File: config.mk
export PLATFORM = sky130hd
export DESIGN_NAME = column_edge_scan
export DESIGN_NICKNAME = d
export VERILOG_FILES = /design/src/rtl/ces_pkg.sv /design/src/rtl/ces_cfg_regs.sv /design/src/rtl/ces_in_stage.sv /design/src/rtl/ces_scan.sv /design/src/rtl/column_edge_scan.sv
export SDC_FILE = /design/constraint.sdc
export NUM_CORES = 1
export LEC_CHECK = 0
export BUFFER_PORTS_ARGS = -buffer_cell sky130_fd_sc_hd__buf_2
export CAP_MARGIN = 20
export CORE_MARGIN = 3
export CORE_UTILIZATION = 30
export DETAILED_ROUTE_END_ITERATION = 10
export RECOVER_POWER = 25
export SLEW_MARGIN = 30
export SYNTH_ARGS = -nofsm -noshare
export SYNTH_HDL_FRONTEND = slang
export SYNTH_SLANG_ARGS = --single-unit
File: constraint.sdc
create_clock -name clk_i -period 6 [get_ports clk_i]
set_input_delay 0.3 -clock clk_i [delete_from_list [all_inputs] [get_ports clk_i]]
set_output_delay 0.3 -clock clk_i [all_outputs]
set_load 0.005 [all_outputs]
File: src/rtl/ces_pkg.sv
// ----------------------------------------------------------------------------
// ces_pkg
// Constants, types and helper functions shared by the column edge scanner.
// ----------------------------------------------------------------------------
package ces_pkg;

  localparam int MAX_ROWS = 1024;
  localparam int MAX_COLS = 1024;

  localparam int ROW_W   = $clog2(MAX_ROWS);
  localparam int COL_W   = (MAX_COLS > 1) ? $clog2(MAX_COLS) : 1;
  localparam int FIELD_W = 10;
  localparam int PIX_W   = 8;
  localparam int MODE_W  = 2;
  localparam int CFG_IDX_W = 2;

  localparam logic [ROW_W-1:0] ROW_LAST = ROW_W'(MAX_ROWS - 1);
  localparam logic [COL_W-1:0] COL_LAST = COL_W'(MAX_COLS - 1);

  localparam logic [PIX_W-1:0]  THRESHOLD_RESET = 8'd200;
  localparam logic [MODE_W-1:0] MODE_RESET      = 2'd0;

  typedef enum logic [CFG_IDX_W-1:0] {
    CFG_THRESHOLD = 2'd0,
    CFG_MODE      = 2'd1
  } cfg_index_e;

  typedef enum logic [MODE_W-1:0] {
    MODE_ANY     = 2'd0,
    MODE_INNER   = 2'd1,
    MODE_ORDERED = 2'd2
  } accept_mode_e;

  typedef struct packed {
    logic [PIX_W-1:0]  threshold;
    logic [MODE_W-1:0] mode;
  } ces_cfg_t;

  typedef struct packed {
    logic [PIX_W-1:0] pixel;
    logic             column_end;
    logic             frame_end;
  } ces_item_t;

  function automatic logic [FIELD_W-1:0] row_field(input logic [ROW_W-1:0] row);
    logic [ROW_W+FIELD_W-1:0] ext;
    ext = {{FIELD_W{1'b0}}, row};
    return ext[FIELD_W-1:0];
  endfunction

  function automatic logic [FIELD_W-1:0] col_field(input logic [COL_W-1:0] col);
    logic [COL_W+FIELD_W-1:0] ext;
    ext = {{FIELD_W{1'b0}}, col};
    return ext[FIELD_W-1:0];
  endfunction

endpackage

File: src/rtl/ces_cfg_regs.sv
// ----------------------------------------------------------------------------
// ces_cfg_regs
// Holds the hit threshold and the accept mode written over the config port.
// ----------------------------------------------------------------------------
module ces_cfg_regs import ces_pkg::*; (
  input  logic                 clk_i,
  input  logic                 rst_ni,
  input  logic                 cfg_valid_i,
  output logic                 cfg_ready_o,
  input  logic [CFG_IDX_W-1:0] cfg_index_i,
  input  logic [PIX_W-1:0]     cfg_data_i,
  output ces_cfg_t             cfg_o
);

  ces_cfg_t cfg_d, cfg_q;

  assign cfg_ready_o = 1'b1;

  always_comb begin
    cfg_d = cfg_q;
    if (cfg_valid_i) begin
      case (cfg_index_i)
        CFG_THRESHOLD: cfg_d.threshold = cfg_data_i;
        CFG_MODE:      cfg_d.mode      = cfg_data_i[MODE_W-1:0];
        default:       cfg_d           = cfg_q;
      endcase
    end
  end

  always_ff @(posedge clk_i or negedge rst_ni) begin
    if (!rst_ni) begin
      cfg_q.threshold <= THRESHOLD_RESET;
      cfg_q.mode      <= MODE_RESET;
    end else begin
      cfg_q <= cfg_d;
    end
  end

  assign cfg_o = cfg_q;

endmodule

File: src/rtl/ces_in_stage.sv
// ----------------------------------------------------------------------------
// ces_in_stage
// Input register that captures one pixel request and holds it for the scan.
// ----------------------------------------------------------------------------
module ces_in_stage import ces_pkg::*; (
  input  logic             clk_i,
  input  logic             rst_ni,
  input  logic             in_valid_i,
  output logic             in_ready_o,
  input  logic [PIX_W-1:0] pixel_i,
  input  logic             column_end_i,
  input  logic             frame_end_i,
  input  logic             advance_i,
  output logic             valid_o,
  output ces_item_t        item_o
);

  logic      valid_d, valid_q;
  ces_item_t item_q;
  logic      load;

  assign in_ready_o = !valid_q || advance_i;
  assign load       = in_valid_i && in_ready_o;

  always_comb begin
    valid_d = valid_q;
    if (load) begin
      valid_d = 1'b1;
    end else if (advance_i) begin
      valid_d = 1'b0;
    end
  end

  always_ff @(posedge clk_i or negedge rst_ni) begin
    if (!rst_ni) begin
      valid_q <= 1'b0;
    end else begin
      valid_q <= valid_d;
    end
  end

  always_ff @(posedge clk_i) begin
    if (load) begin
      item_q.pixel      <= pixel_i;
      item_q.column_end <= column_end_i;
      item_q.frame_end  <= frame_end_i;
    end
  end

  assign valid_o = valid_q;
  assign item_o  = item_q;

endmodule

File: src/rtl/ces_scan.sv
// ----------------------------------------------------------------------------
// ces_scan
// Per-column hit tracking, column evaluation and the result register.
// ----------------------------------------------------------------------------
module ces_scan import ces_pkg::*; (
  input  logic               clk_i,
  input  logic               rst_ni,
  input  ces_cfg_t           cfg_i,
  input  logic               valid_i,
  input  ces_item_t          item_i,
  output logic               advance_o,
  output logic               out_valid_o,
  input  logic               out_ready_i,
  output logic [FIELD_W-1:0] column_index_o,
  output logic [FIELD_W-1:0] top_row_o,
  output logic [FIELD_W-1:0] bottom_row_o
);

  logic [ROW_W-1:0]   row_d, row_q;
  logic [COL_W-1:0]   col_d, col_q;
  logic [ROW_W-1:0]   first_d, first_q;
  logic [ROW_W-1:0]   last_d, last_q;
  logic               seen_d, seen_q;
  logic               out_valid_d, out_valid_q;
  logic [FIELD_W-1:0] col_out_q, top_out_q, bot_out_q;

  logic             hit;
  logic             col_done;
  logic             accepted;
  logic             emit;
  logic [ROW_W-1:0] first_new;
  logic [ROW_W-1:0] last_new;
  logic             seen_new;

  assign advance_o = valid_i && (!out_valid_q || out_ready_i);

  assign hit       = item_i.pixel > cfg_i.threshold;
  assign col_done  = item_i.column_end || item_i.frame_end;
  assign first_new = (hit && !seen_q) ? row_q : first_q;
  assign last_new  = hit ? row_q : last_q;
  assign seen_new  = seen_q || hit;

  always_comb begin
    case (cfg_i.mode)
      MODE_ANY:     accepted = seen_new;
      MODE_INNER:   accepted = seen_new && (first_new != '0) && (last_new != '0);
      MODE_ORDERED: accepted = seen_new && (last_new > first_new);
      default:      accepted = 1'b0;
    endcase
  end

  assign emit = advance_o && col_done && accepted;

  always_comb begin
    row_d   = row_q;
    col_d   = col_q;
    first_d = first_q;
    last_d  = last_q;
    seen_d  = seen_q;
    if (advance_o) begin
      if (col_done) begin
        row_d   = '0;
        first_d = '0;
        last_d  = '0;
        seen_d  = 1'b0;
        if (item_i.frame_end) begin
          col_d = '0;
        end else if (col_q < COL_LAST) begin
          col_d = col_q + 1'b1;
        end
      end else begin
        first_d = first_new;
        last_d  = last_new;
        seen_d  = seen_new;
        if (row_q < ROW_LAST) begin
          row_d = row_q + 1'b1;
        end
      end
    end
  end

  always_comb begin
    out_valid_d = out_valid_q;
    if (emit) begin
      out_valid_d = 1'b1;
    end else if (out_ready_i) begin
      out_valid_d = 1'b0;
    end
  end

  always_ff @(posedge clk_i or negedge rst_ni) begin
    if (!rst_ni) begin
      row_q       <= '0;
      col_q       <= '0;
      first_q     <= '0;
      last_q      <= '0;
      seen_q      <= 1'b0;
      out_valid_q <= 1'b0;
    end else begin
      row_q       <= row_d;
      col_q       <= col_d;
      first_q     <= first_d;
      last_q      <= last_d;
      seen_q      <= seen_d;
      out_valid_q <= out_valid_d;
    end
  end

  always_ff @(posedge clk_i) begin
    if (emit) begin
      col_out_q <= col_field(col_q);
      top_out_q <= row_field(first_new);
      bot_out_q <= row_field(last_new);
    end
  end

  assign out_valid_o    = out_valid_q;
  assign column_index_o = col_out_q;
  assign top_row_o      = top_out_q;
  assign bottom_row_o   = bot_out_q;

endmodule

File: src/rtl/column_edge_scan.sv
// ----------------------------------------------------------------------------
// column_edge_scan
// Finds the top and bottom bright rows of each column of a column-major image.
// ----------------------------------------------------------------------------
//  channel  direction  handshake              payload
//  in       sink       in_valid/in_ready      pixel, column_end, frame_end
//  out      source     out_valid/out_ready    column_index, top_row, bottom_row
//  cfg      sink       cfg_valid/cfg_ready    cfg_index, cfg_data
//
// One pixel request is accepted per cycle unless a stalled result holds it up;
// results leave through the input register and then the result register.
// Reset returns the threshold to 200, the mode to 0 and clears all counters.
// A stalled result holds in the result register while one more pixel waits in
// the input register; the config port is always ready.
module column_edge_scan import ces_pkg::*; (
  input  logic                 clk_i,
  input  logic                 rst_ni,
  input  logic                 in_valid_i,
  output logic                 in_ready_o,
  input  logic [PIX_W-1:0]     pixel_i,
  input  logic                 column_end_i,
  input  logic                 frame_end_i,
  output logic                 out_valid_o,
  input  logic                 out_ready_i,
  output logic [FIELD_W-1:0]   column_index_o,
  output logic [FIELD_W-1:0]   top_row_o,
  output logic [FIELD_W-1:0]   bottom_row_o,
  input  logic                 cfg_valid_i,
  output logic                 cfg_ready_o,
  input  logic [CFG_IDX_W-1:0] cfg_index_i,
  input  logic [PIX_W-1:0]     cfg_data_i
);

  ces_cfg_t  cfg;
  ces_item_t item;
  logic      stage_valid;
  logic      stage_advance;

  ces_cfg_regs u_cfg (
    .clk_i       (clk_i),
    .rst_ni      (rst_ni),
    .cfg_valid_i (cfg_valid_i),
    .cfg_ready_o (cfg_ready_o),
    .cfg_index_i (cfg_index_i),
    .cfg_data_i  (cfg_data_i),
    .cfg_o       (cfg)
  );

  ces_in_stage u_in (
    .clk_i        (clk_i),
    .rst_ni       (rst_ni),
    .in_valid_i   (in_valid_i),
    .in_ready_o   (in_ready_o),
    .pixel_i      (pixel_i),
    .column_end_i (column_end_i),
    .frame_end_i  (frame_end_i),
    .advance_i    (stage_advance),
    .valid_o      (stage_valid),
    .item_o       (item)
  );

  ces_scan u_scan (
    .clk_i          (clk_i),
    .rst_ni         (rst_ni),
    .cfg_i          (cfg),
    .valid_i        (stage_valid),
    .item_i         (item),
    .advance_o      (stage_advance),
    .out_valid_o    (out_valid_o),
    .out_ready_i    (out_ready_i),
    .column_index_o (column_index_o),
    .top_row_o      (top_row_o),
    .bottom_row_o   (bottom_row_o)
  );

endmodule

# --- Word level (Yosys, flattened, before mapping) ---
# Cells that the tools add are included.
word_totals:
  reg_bits: 93
  inputBits: 25
  out_inout_bits: 33
  elab_cells: 65
classes:
  n_addsub: 2
  order_cmp: 4
  eq_ne: 3
  mux: 14
  n_reduce_logical: 27
op_table:
  columns: ["cell", "n"]
  rows:
  - ["$mux W10", 8]
  - ["$add A10 B1 Y10 const B", 2]
  - ["$lt A10 B10 Y1 const B", 2]
  - ["$reduce_bool A10 Y1", 2]
  - ["$gt A10 B10 Y1", 1]
  - ["$gt A8 B8 Y1", 1]
  - ["$logic_and A1 B1 Y1", 8]
  - ["$reduce_bool A2 Y1", 4]
  - ["$reduce_and A2 Y1", 3]
  - ["$mux W1", 5]
  - ["$eq A2 B1 Y1 const B", 2]
  - ["$logic_not A2 Y1", 2]
  - ["$logic_or A1 B1 Y1", 4]
  - ["$logic_not A1 Y1", 3]
  - ["$pmux W1 S3", 1]
  - ["$reduce_and A3 Y1", 1]
  - ["$eq A2 B2 Y1 const B", 1]

# --- Depth between registers and ports, before layout ---
# Gate-level depths: netlist of the first run.
depth:
  depth_word: 9
  ltp_mapped: 16
  mapped_depth_nobuf: 15

# --- Cells and area by module ---
# From an unflattened synthesis of the first run, not the netlist that was laid out.
hier_totals:
  hier_cells: 353
  area_unflattened_um2: 4475.5
by_module_without_submodules:
  columns: ["mod", "instances", "cells_each", "area_per_inst_um2", "seq_area_each_um2"]
  rows:
  - ["ces_scan", 1, 315, 3717.3, 1951.9]
  - ["ces_cfg_regs", 1, 24, 404.1, 254.0]
  - ["ces_in_stage", 1, 14, 354.1, 325.3]

# --- Worst setup path after synthesis of the first run ---
# No wires, ideal clock.
synth_timing:
  path_kind: "register to register"
  from: "register u_cfg.cfg_q (netlist bit u_cfg.cfg_o[5])"
  to: "register u_scan.bot_out_q[0] (netlist: u_scan.bottom_row_o[0]) (enable)"
  setup_ns: 0.417
  t_arrival_ns: 4.235
  required_time_ns: 5.583
  path_slack_ns: 1.348
  path_stages_with_launch: 14
  path_buffers: 0
  synth_period_minus_slack_ns: 4.652
  cell_sequence: "dfstp_2 inv_1 ha_1 a21oi_1 a21oi_4 o21ai_2 mux2_2 ha_1 nand4_1 nor3_1 o21ai_0 a31oi_4 nor3_1 nor2_1"
synth_between:
  elab_cells_between_ends: 13
  cone_classes: "order compare: 2; mux: 3; reduce/logical: 8"
synth_lines:
  columns: ["element", "line", "source"]
  rows:
  - ["start, declared", "ces_cfg_regs.sv:15", "ces_cfg_t cfg_d, cfg_q;"]
  - ["start signal, assigned", "ces_cfg_regs.sv:35", "cfg_q <= cfg_d;"]
  - ["$gt A8 B8 Y1 *", "ces_scan.sv:37", "assign hit = item_i.pixel > cfg_i.threshold;"]
  - ["$mux W10 *", "ces_scan.sv:40", "assign last_new = hit ? row_q : last_q;"]
  - ["via u_scan.last_new[7]", "ces_scan.sv:32", "logic [ROW_W-1:0] last_new;"]
  - ["$gt A10 B10 Y1 or $reduce_bool A10 Y1 (tied branches)", "ces_scan.sv:47, ces_scan.sv:46", null]
  - ["$logic_and A1 B1 Y1, on equally long branches", "ces_scan.sv:47, ces_scan.sv:46", null]
  - ["$pmux W1 S3 *", "ces_scan.sv:44", "case (cfg_i.mode)"]
  - ["$logic_and A1 B1 Y1 *", "ces_scan.sv:52", "assign emit = advance_o && col_done && accepted;"]
  - ["via u_scan.emit", "ces_scan.sv:30", "logic emit;"]
  - ["end signal, assigned", "ces_scan.sv:113", "bot_out_q <= row_field(last_new);"]
  - ["end, declared", "ces_scan.sv:25", "logic [FIELD_W-1:0] col_out_q, top_out_q, bot_out_q;"]
# Mark *: on every way through the listed nets, which the timed path passes. The rest lies on a longest branch.
# A chain may end at the register's enable or synchronous reset.

# --- Worst setup path after layout of the first run ---
layout_timing:
  from: "register u_cfg.cfg_q (netlist bit u_cfg.cfg_o[5])"
  to: "register u_scan.col_out_q[7] (netlist: u_scan.column_index_o[7]) (enable)"
layout_between:
  elab_cells_between_ends: 13
  cone_classes: "order compare: 2; mux: 3; reduce/logical: 8"
layout_lines:
  columns: ["element", "line", "source"]
  rows:
  - ["$gt A8 B8 Y1 *", "ces_scan.sv:37", null]
  - ["$mux W10 *", "ces_scan.sv:40", null]
  - ["via u_scan.last_new[7]", "ces_scan.sv:32", null]
  - ["$gt A10 B10 Y1 or $reduce_bool A10 Y1 (tied branches)", "ces_scan.sv:47, ces_scan.sv:46", null]
  - ["$logic_and A1 B1 Y1, on equally long branches", "ces_scan.sv:47, ces_scan.sv:46", null]
  - ["$pmux W1 S3 *", "ces_scan.sv:44", null]
  - ["$logic_and A1 B1 Y1 *", "ces_scan.sv:52", null]
  - ["via u_scan.emit", "ces_scan.sv:30", null]
  - ["end signal, assigned", "ces_scan.sv:111", "col_out_q <= col_field(col_q);"]
  - ["end, declared", "ces_scan.sv:25", null]
# Marks and branches as above.

==> reports/metrics.yaml, run 1 <==
status: "complete, but fails checks"
violations: "max-capacitance violations, max-slew violations"
hold_violations: 0
antenna_found_initial: 0
synth_top_cells_by_count: "50 x dfrtp_1, 40 x edfxtp_1, 27 x nand2_1"
drc: 0
drt_iter0_markers: 172
synthTopCellsByArea: "dfrtp_1 29%, edfxtp_1 27%, ha_1 5.7%, mux2_2 3.9%, a22o_1 3.8%"
syn-cell-area_um2: 4379
min_path_cells: 1
yosysSeqAreaShare: 0.5780
cts_max_path_buffers: 2
gp_congestion: 0.8497
max_freq_ghz: 0.2336
yosys_warnings: 0
grt_max_degree: 54
vias_per_cell: 4.910
rr_worst_depth: 14
cts_resized: 0
hold_buffers: 0
maxSlewViolCount: 54
critPathArrivalTime_ps: 4290
synth_nets: 402
worst_slew_pin_slew_ps: 2914
post-place-ws_ps: 1747
insertion_delay_ps: 340
tritoncts: "done"
cts.sinks: 93
core_area_um2: 14100
die-area_um2: 16080
startpoint_type: "flip-flop"
finalSetupViolCount: 0
ant_nets: 0
rows: 43
grt_pass1_vias: 3026
timing.final.crit_period_ps: 4281
synth_edf_count: 40
grt_pass1_wl_mm: 15.66
synthArstFlopShare: 0.5699
skew_ps: 6.705
cts_setup_buffers: 0
slew_headroom: -0.9425
dp_cells: 581
cts_buffers: 9
yosysMostFrequentCell: "dfrtp_1"
rsz0062_at_grt: "no"
synth_cells: 357
start_util: 0.3107
diodes: 0
drt-pass1-iter-count: 4
setup_tns_ps: 0
maxCapViolCount: 1
areaGrowthSynthToFinish_pct: 17.63
fillers: 1409
synth-seq-cells: 93
worstPathMaxFanout: 27
pin_count: 58
powerDensity_nw_per_um2: 357.7
fin_nets: 457
synth_top_cell_by_area: "dfrtp_1"
path_class: "reg -> reg"
dp_hpwl_mm: 7.005
dieWidth_um: 126.8
drive_above_1_share: 0.2614
grt_usage: 0.1235
hp-class: "in -> reg"
overflow: 0
h-tree-depth: 3
cts.clk_slew.worst_paths_ps: 60
max-vdd-ir-drop_v: 0.0001552
synth_cell_type_count: 59
leakagePower_nw: 2.293
fin_crit_sh: 0.7135
clk_root_buffer_cell: "clkbuf_16"
setup_slack_ps: 1719
layoutNonFillerInstCount: 597
synthFlopType: "dfrtp_1"
syn_area_per_cell_um2: 12.27
num_vias: 2931
wl_per_cell_um: 15.79
crit_required_ps: 6010
wl_mm: 9.427
die_h_um: 126.8
port_buffers: 56
synth.top_cell.area_share: 0.2857
cp-end-kind: "flip-flop"
## where the power goes
group / internal [mW] / total [mW] / switching (mW)
combinational: 0.152 / 0.374 / 0.223
clock: 0.366 / 0.603 / 0.237
sequential: 0.797 / 0.866 / 0.0681
total: 1.32 / 1.84 / 0.527
## state kept, by name, summed over array words and instances (netlist names), 10 cells and up
signal / cells
u_cfg.cfg_o: 10
u_in.item_o: 10
u_scan.bottom_row_o: 10
u_scan.col_q: 10
u_scan.column_index_o: 10
u_scan.first_q: 10
u_scan.last_q: 10
u_scan.row_q: 10
u_scan.top_row_o: 10
## placed cells by master, fill, tap and decap left out, types with 9 or more instances in the layout
cell       count
buf_2         56
dfrtp_1       50
edfxtp_1      40
nand2_1       27
inv_1         20
ha_1          20
a22o_1        19
nor2_1        18
o21ai_0       16
mux2_2        15
a21oi_1       13
nand3_1       11
clkbuf_16      9
## cells by family (layout without fill, tap and decap cells)
family          count (synthesis)  count (layout)  synth area share
buf+inv                        36              96           0.03628
simple gates                  104             104            0.1266
other cells                     1               1         0.0008563
flops                          93              93            0.5780
compound gates                 67              67            0.1169
mux                            24              24           0.06028
fa+ha+maj                      20              20           0.05714
xor+xnor                       12              12           0.02400
## path summary, 6_finish.rpt
kind                                  from                       end  slack, ps
max                         u_cfg.cfg_o[5]  u_scan.column_index_o[7]       1720
min                             pixel_i[1]            u_in.item_o[3]        130
max reg2reg                 u_cfg.cfg_o[5]  u_scan.column_index_o[7]       1720
min reg2reg                u_scan.col_q[9]  u_scan.column_index_o[9]        510
max in group asynchronous           rst_ni           u_scan.col_q[7]       3350
min in group asynchronous           rst_ni         u_scan.first_q[7]       1020
## area by class of cell
type,count,area (um^2),area share
clock buffers,9,225.2,0.04372
clock inverters,7,96.34,0.01870
inverters,20,75.07,0.01457
multi-input cells,228,1692,0.3284
flip-flops and latches,93,2531,0.4914
well taps,180,225.2,0.04372
repair buffers,60,306.5,0.05951
## metrics by stage
stage	hold slack, ps	power [mW]	util	instance area, um^2
2_1_floorplan	4.409	1.101	-	4379
3_3_place_gp	476.3	1.250	0.3429	4833
3_5_place_dp	478.1	1.260	0.3429	4833
4_1_cts	122.0	1.869	0.3657	5155
5_1_grt	119.3	1.942	0.3654	5151
6_report	132.6	1.842	0.3654	5151
## layer usage
metal	GRT usage	wire length, um	up-vias
li1	-	-	1405
met1	0.1607	4268	1432
met2	0.1961	4429	80
met3	0.02905	522	14
met4	0.05489	208	0
met5	0	0	-
## worst max-delay path: stages, from the launching register on
cell and delay [ps]:
dfstp_2 510, inv_1 50, ha_1 330, a21oi_1 270, a21oi_4 110, o21ai_2 400
mux2_2 420, ha_1 310, nand4_1 130, nor3_1 300, o21ai_0 220, a31oi_4 190
nor3_1 100, nor2_2 220, buf_4 370
Note: power is estimated with default switching activity, not from simulation.
==> run 2: changes to the inputs <==
==> constraint.sdc (replaced) <==
create_clock -name clk_i -period 3.59 [get_ports clk_i]
set_input_delay 0.1795 -clock clk_i [delete_from_list [all_inputs] [get_ports clk_i]]
set_output_delay 0.1795 -clock clk_i [all_outputs]
set_load 0.005 [all_outputs]
==> reports/metrics.yaml, run 2 (synthesis gave the netlist of run 1 again) <==
status: "complete, but fails checks"  # unchanged
violations: "max-capacitance violations, max-slew violations, negative setup slack"  # was max-capacitance violations, max-slew violations
cts.clk_slew.worst_paths_ps: 70  # was 60 ps
hold_violations: 0  # unchanged
total_power_mw: 3.341  # was 1.842 mW
path_class: "reg -> reg"  # unchanged
wl_mm: 10.19  # was 9.427 mm
overflow: 0  # unchanged
tritoncts: "done"  # unchanged
startpoint_type: "flip-flop"  # unchanged
max-vdd-ir-drop_v: 0.0002897  # was 0.0001552 V
slowest_delay_ps: 530  # was 510 ps
mostFrequentLayoutCells: "54 x buf_2, 50 x dfrtp_1, 40 x edfxtp_1, 37 x buf_4, 26 x nand2_1"  # was 56 x buf_2, 50 x dfrtp_1, 40 x edfxtp_1, 27 x nand2_1
fin_crit_sh: 1.040  # was 0.7135
path_buf_inv: 5  # was 2
grt_pass1_vias: 3165  # was 3026
crit_required_ps: 3660  # was 6010 ps
cts_buffers: 9  # unchanged
fin_util: 0.4111  # was 0.3654
layoutNonFillerInstCount: 645  # was 597
dieWidth_um: 126.8  # unchanged
drc: 0  # unchanged
num_vias: 3137  # was 2931
hp-class: "in -> reg"  # unchanged
insertion_delay_ps: 350  # was 340 ps
skew_ps: 7.206  # was 6.705 ps
drt-pass1-iter-count: 4  # unchanged
seq_area_um2: 2531  # unchanged
final_common_cell: "buf_2"  # unchanged
path_cells: "inv_2, ha_4, nand4_1, or2_4, o211ai_1, clkbuf_16, buf_12, mux2_4, inv_2, ha_4, nand2_2, nor3_2, a211o_1, a31oi_4, nor3_4, nor2_4, buf_6"  # was inv_1, ha_1, a21oi_1, a21oi_4, o21ai_2, mux2_2, ha_1, nand4_1, nor3_1, o21ai_0, a31oi_4, nor3_1, nor2_2, buf_4
ant_nets: 0  # unchanged
maxSlewViolCount: 38  # was 54
max_freq_ghz: 0.2677  # was 0.2336 GHz
cts.sinks: 93  # unchanged
cts_max_path_buffers: 2  # unchanged
drt_iter0_markers: 197  # was 172
start_util: 0.3107  # unchanged
core_area_um2: 14100  # unchanged
diodes: 0  # unchanged
critPathArrivalTime_ps: 3800  # was 4290 ps
setup_slack_ps: -145.1  # was 1719 ps
dp_hpwl_mm: 7.300  # was 7.005 mm
finalSetupViolCount: 30  # was 0
fillers: 1330  # was 1409
vias_per_cell: 4.864  # was 4.910
slowest_stage: "dfstp_2"  # unchanged
rows: 43  # unchanged
worst_slew_pin_slew_ps: 2065  # was 2914 ps
die-area_um2: 16080  # unchanged
clk_root_buffer_cell: "clkbuf_16"  # unchanged
antenna_found_initial: 0  # unchanged
areaGrowthSynthToFinish_pct: 32.34  # was 17.63%
pin_count: 58  # unchanged
grt_usage: 0.1317  # was 0.1235
leakagePower_nw: 2.542  # was 2.293 nW
grt_pass1_wl_mm: 16.59  # was 15.66 mm
post-place-ws_ps: -622.4  # was 1747 ps
drive_above_1_share: 0.3699  # was 0.2614
maxCapViolCount: 1  # unchanged
dp_cells: 614  # was 581
grt_max_degree: 38  # was 54
multi_input_area_um2: 1911  # was 1692 um^2
cp-end-kind: "flip-flop"  # unchanged
cpLargestDelayFamily: "simple AND/OR/NAND/NOR gates"  # was compound AO/OA/AOI/OAI gates
gp_congestion: 0.8379  # was 0.8497
design_area_um2: 5796  # was 5151 um^2
timing.final.crit_period_ps: 3735  # was 4281 ps
powerDensity_nw_per_um2: 576.5  # was 357.7 nW/um^2
die_h_um: 126.8  # unchanged
rsz0062_at_grt: "yes"  # was no
worstPathMaxFanout: 7  # was 27
wl_per_cell_um: 15.80  # was 15.79 um
h-tree-depth: 3  # unchanged
port_buffers: 56  # unchanged
fin_nets: 505  # was 457
slew_headroom: -0.3768  # was -0.9425
place_area_um2: 5174  # was 4833 um^2
## run 2: cell count changes in the layout (fill, tap and decap cells not counted), moves of 3 or more
cell           previous run  this run
buf_4                     3        37
dlygate4sd3_1             0         8
ha_1                     20        13
ha_4                      0         7
inv_1                    20        17
inv_2                     0         3
mux2i_1                   8         2
mux2i_4                   0         4
## run 2: power by group
part / switching, mW / internal [mW] / leakage (nW)
clock network: 0.415 / 0.616 / 0.154
logic: 0.457 / 0.416 / 1.29
registers: 0.106 / 1.33 / 1.10
total: 0.978 / 2.36 / 2.54
## run 2: layout make-up
| type | count | share of cell area |
|---|---|---|
| sequential | 93 | 0.4367 |
| clock inverter | 6 | 0.01619 |
| clock buffer | 10 | 0.03951 |
| tap | 180 | 0.03886 |
| multi-input combinational | 229 | 0.3297 |
| timing repair buffer | 107 | 0.1261 |
| inverter | 20 | 0.01295 |
## run 2: stage by stage
step | hold slack (ps) | TNS (ps)
floorplan | -116.1 | -3156
global placement | 331.8 | -15110
detailed placement | 335.0 | -18690
CTS | 4.377 | -6930
global route | 2.575 | -9973
finish | 13.16 | -4207
## run 2: worst paths after layout
kind	start	end	slack, ps	depth (start not counted)
max	u_cfg.cfg_o[8]	u_scan.top_row_o[1]	-150	17
min	pixel_i[2]	u_in.item_o[4]	10	1
max reg2reg	u_cfg.cfg_o[8]	u_scan.top_row_o[1]	-150	17
min reg2reg	u_scan.col_q[9]	u_scan.column_index_o[9]	500	0
max in group asynchronous	rst_ni	u_cfg.cfg_o[9]	1380	3
min in group asynchronous	rst_ni	u_scan.last_q[2]	970	2
## run 2: repair_timing
item	in CTS	in global routing
endpoints found under the setup margin	31	31
hold endpoints to repair	43	0
gates cloned	1	0
gates resized for setup	6	19
setup buffers	5	2
hold buffers	8	0
pin swaps	5	6
## run 2: worst register-to-register path: stages (launching register included)
cell,delay [ps]
dfstp_2,530
inv_2,40
ha_4,260
nand4_1,180
or2_4,310
o211ai_1,130
clkbuf_16,210
buf_12,130
mux2_4,310
inv_2,70
ha_4,190
nand2_2,60
nor3_2,50
a211o_1,320
a31oi_4,230
nor3_4,100
nor2_4,170
buf_6,150
## run 2: routing by layer
metal	GRT usage	wire length, um	vias up
met4	0.03975	138	0
met3	0.04295	506	12
met2	0.2045	4869	73
met5	0	0	-
met1	0.1759	4674	1546
li1	-	-	1506
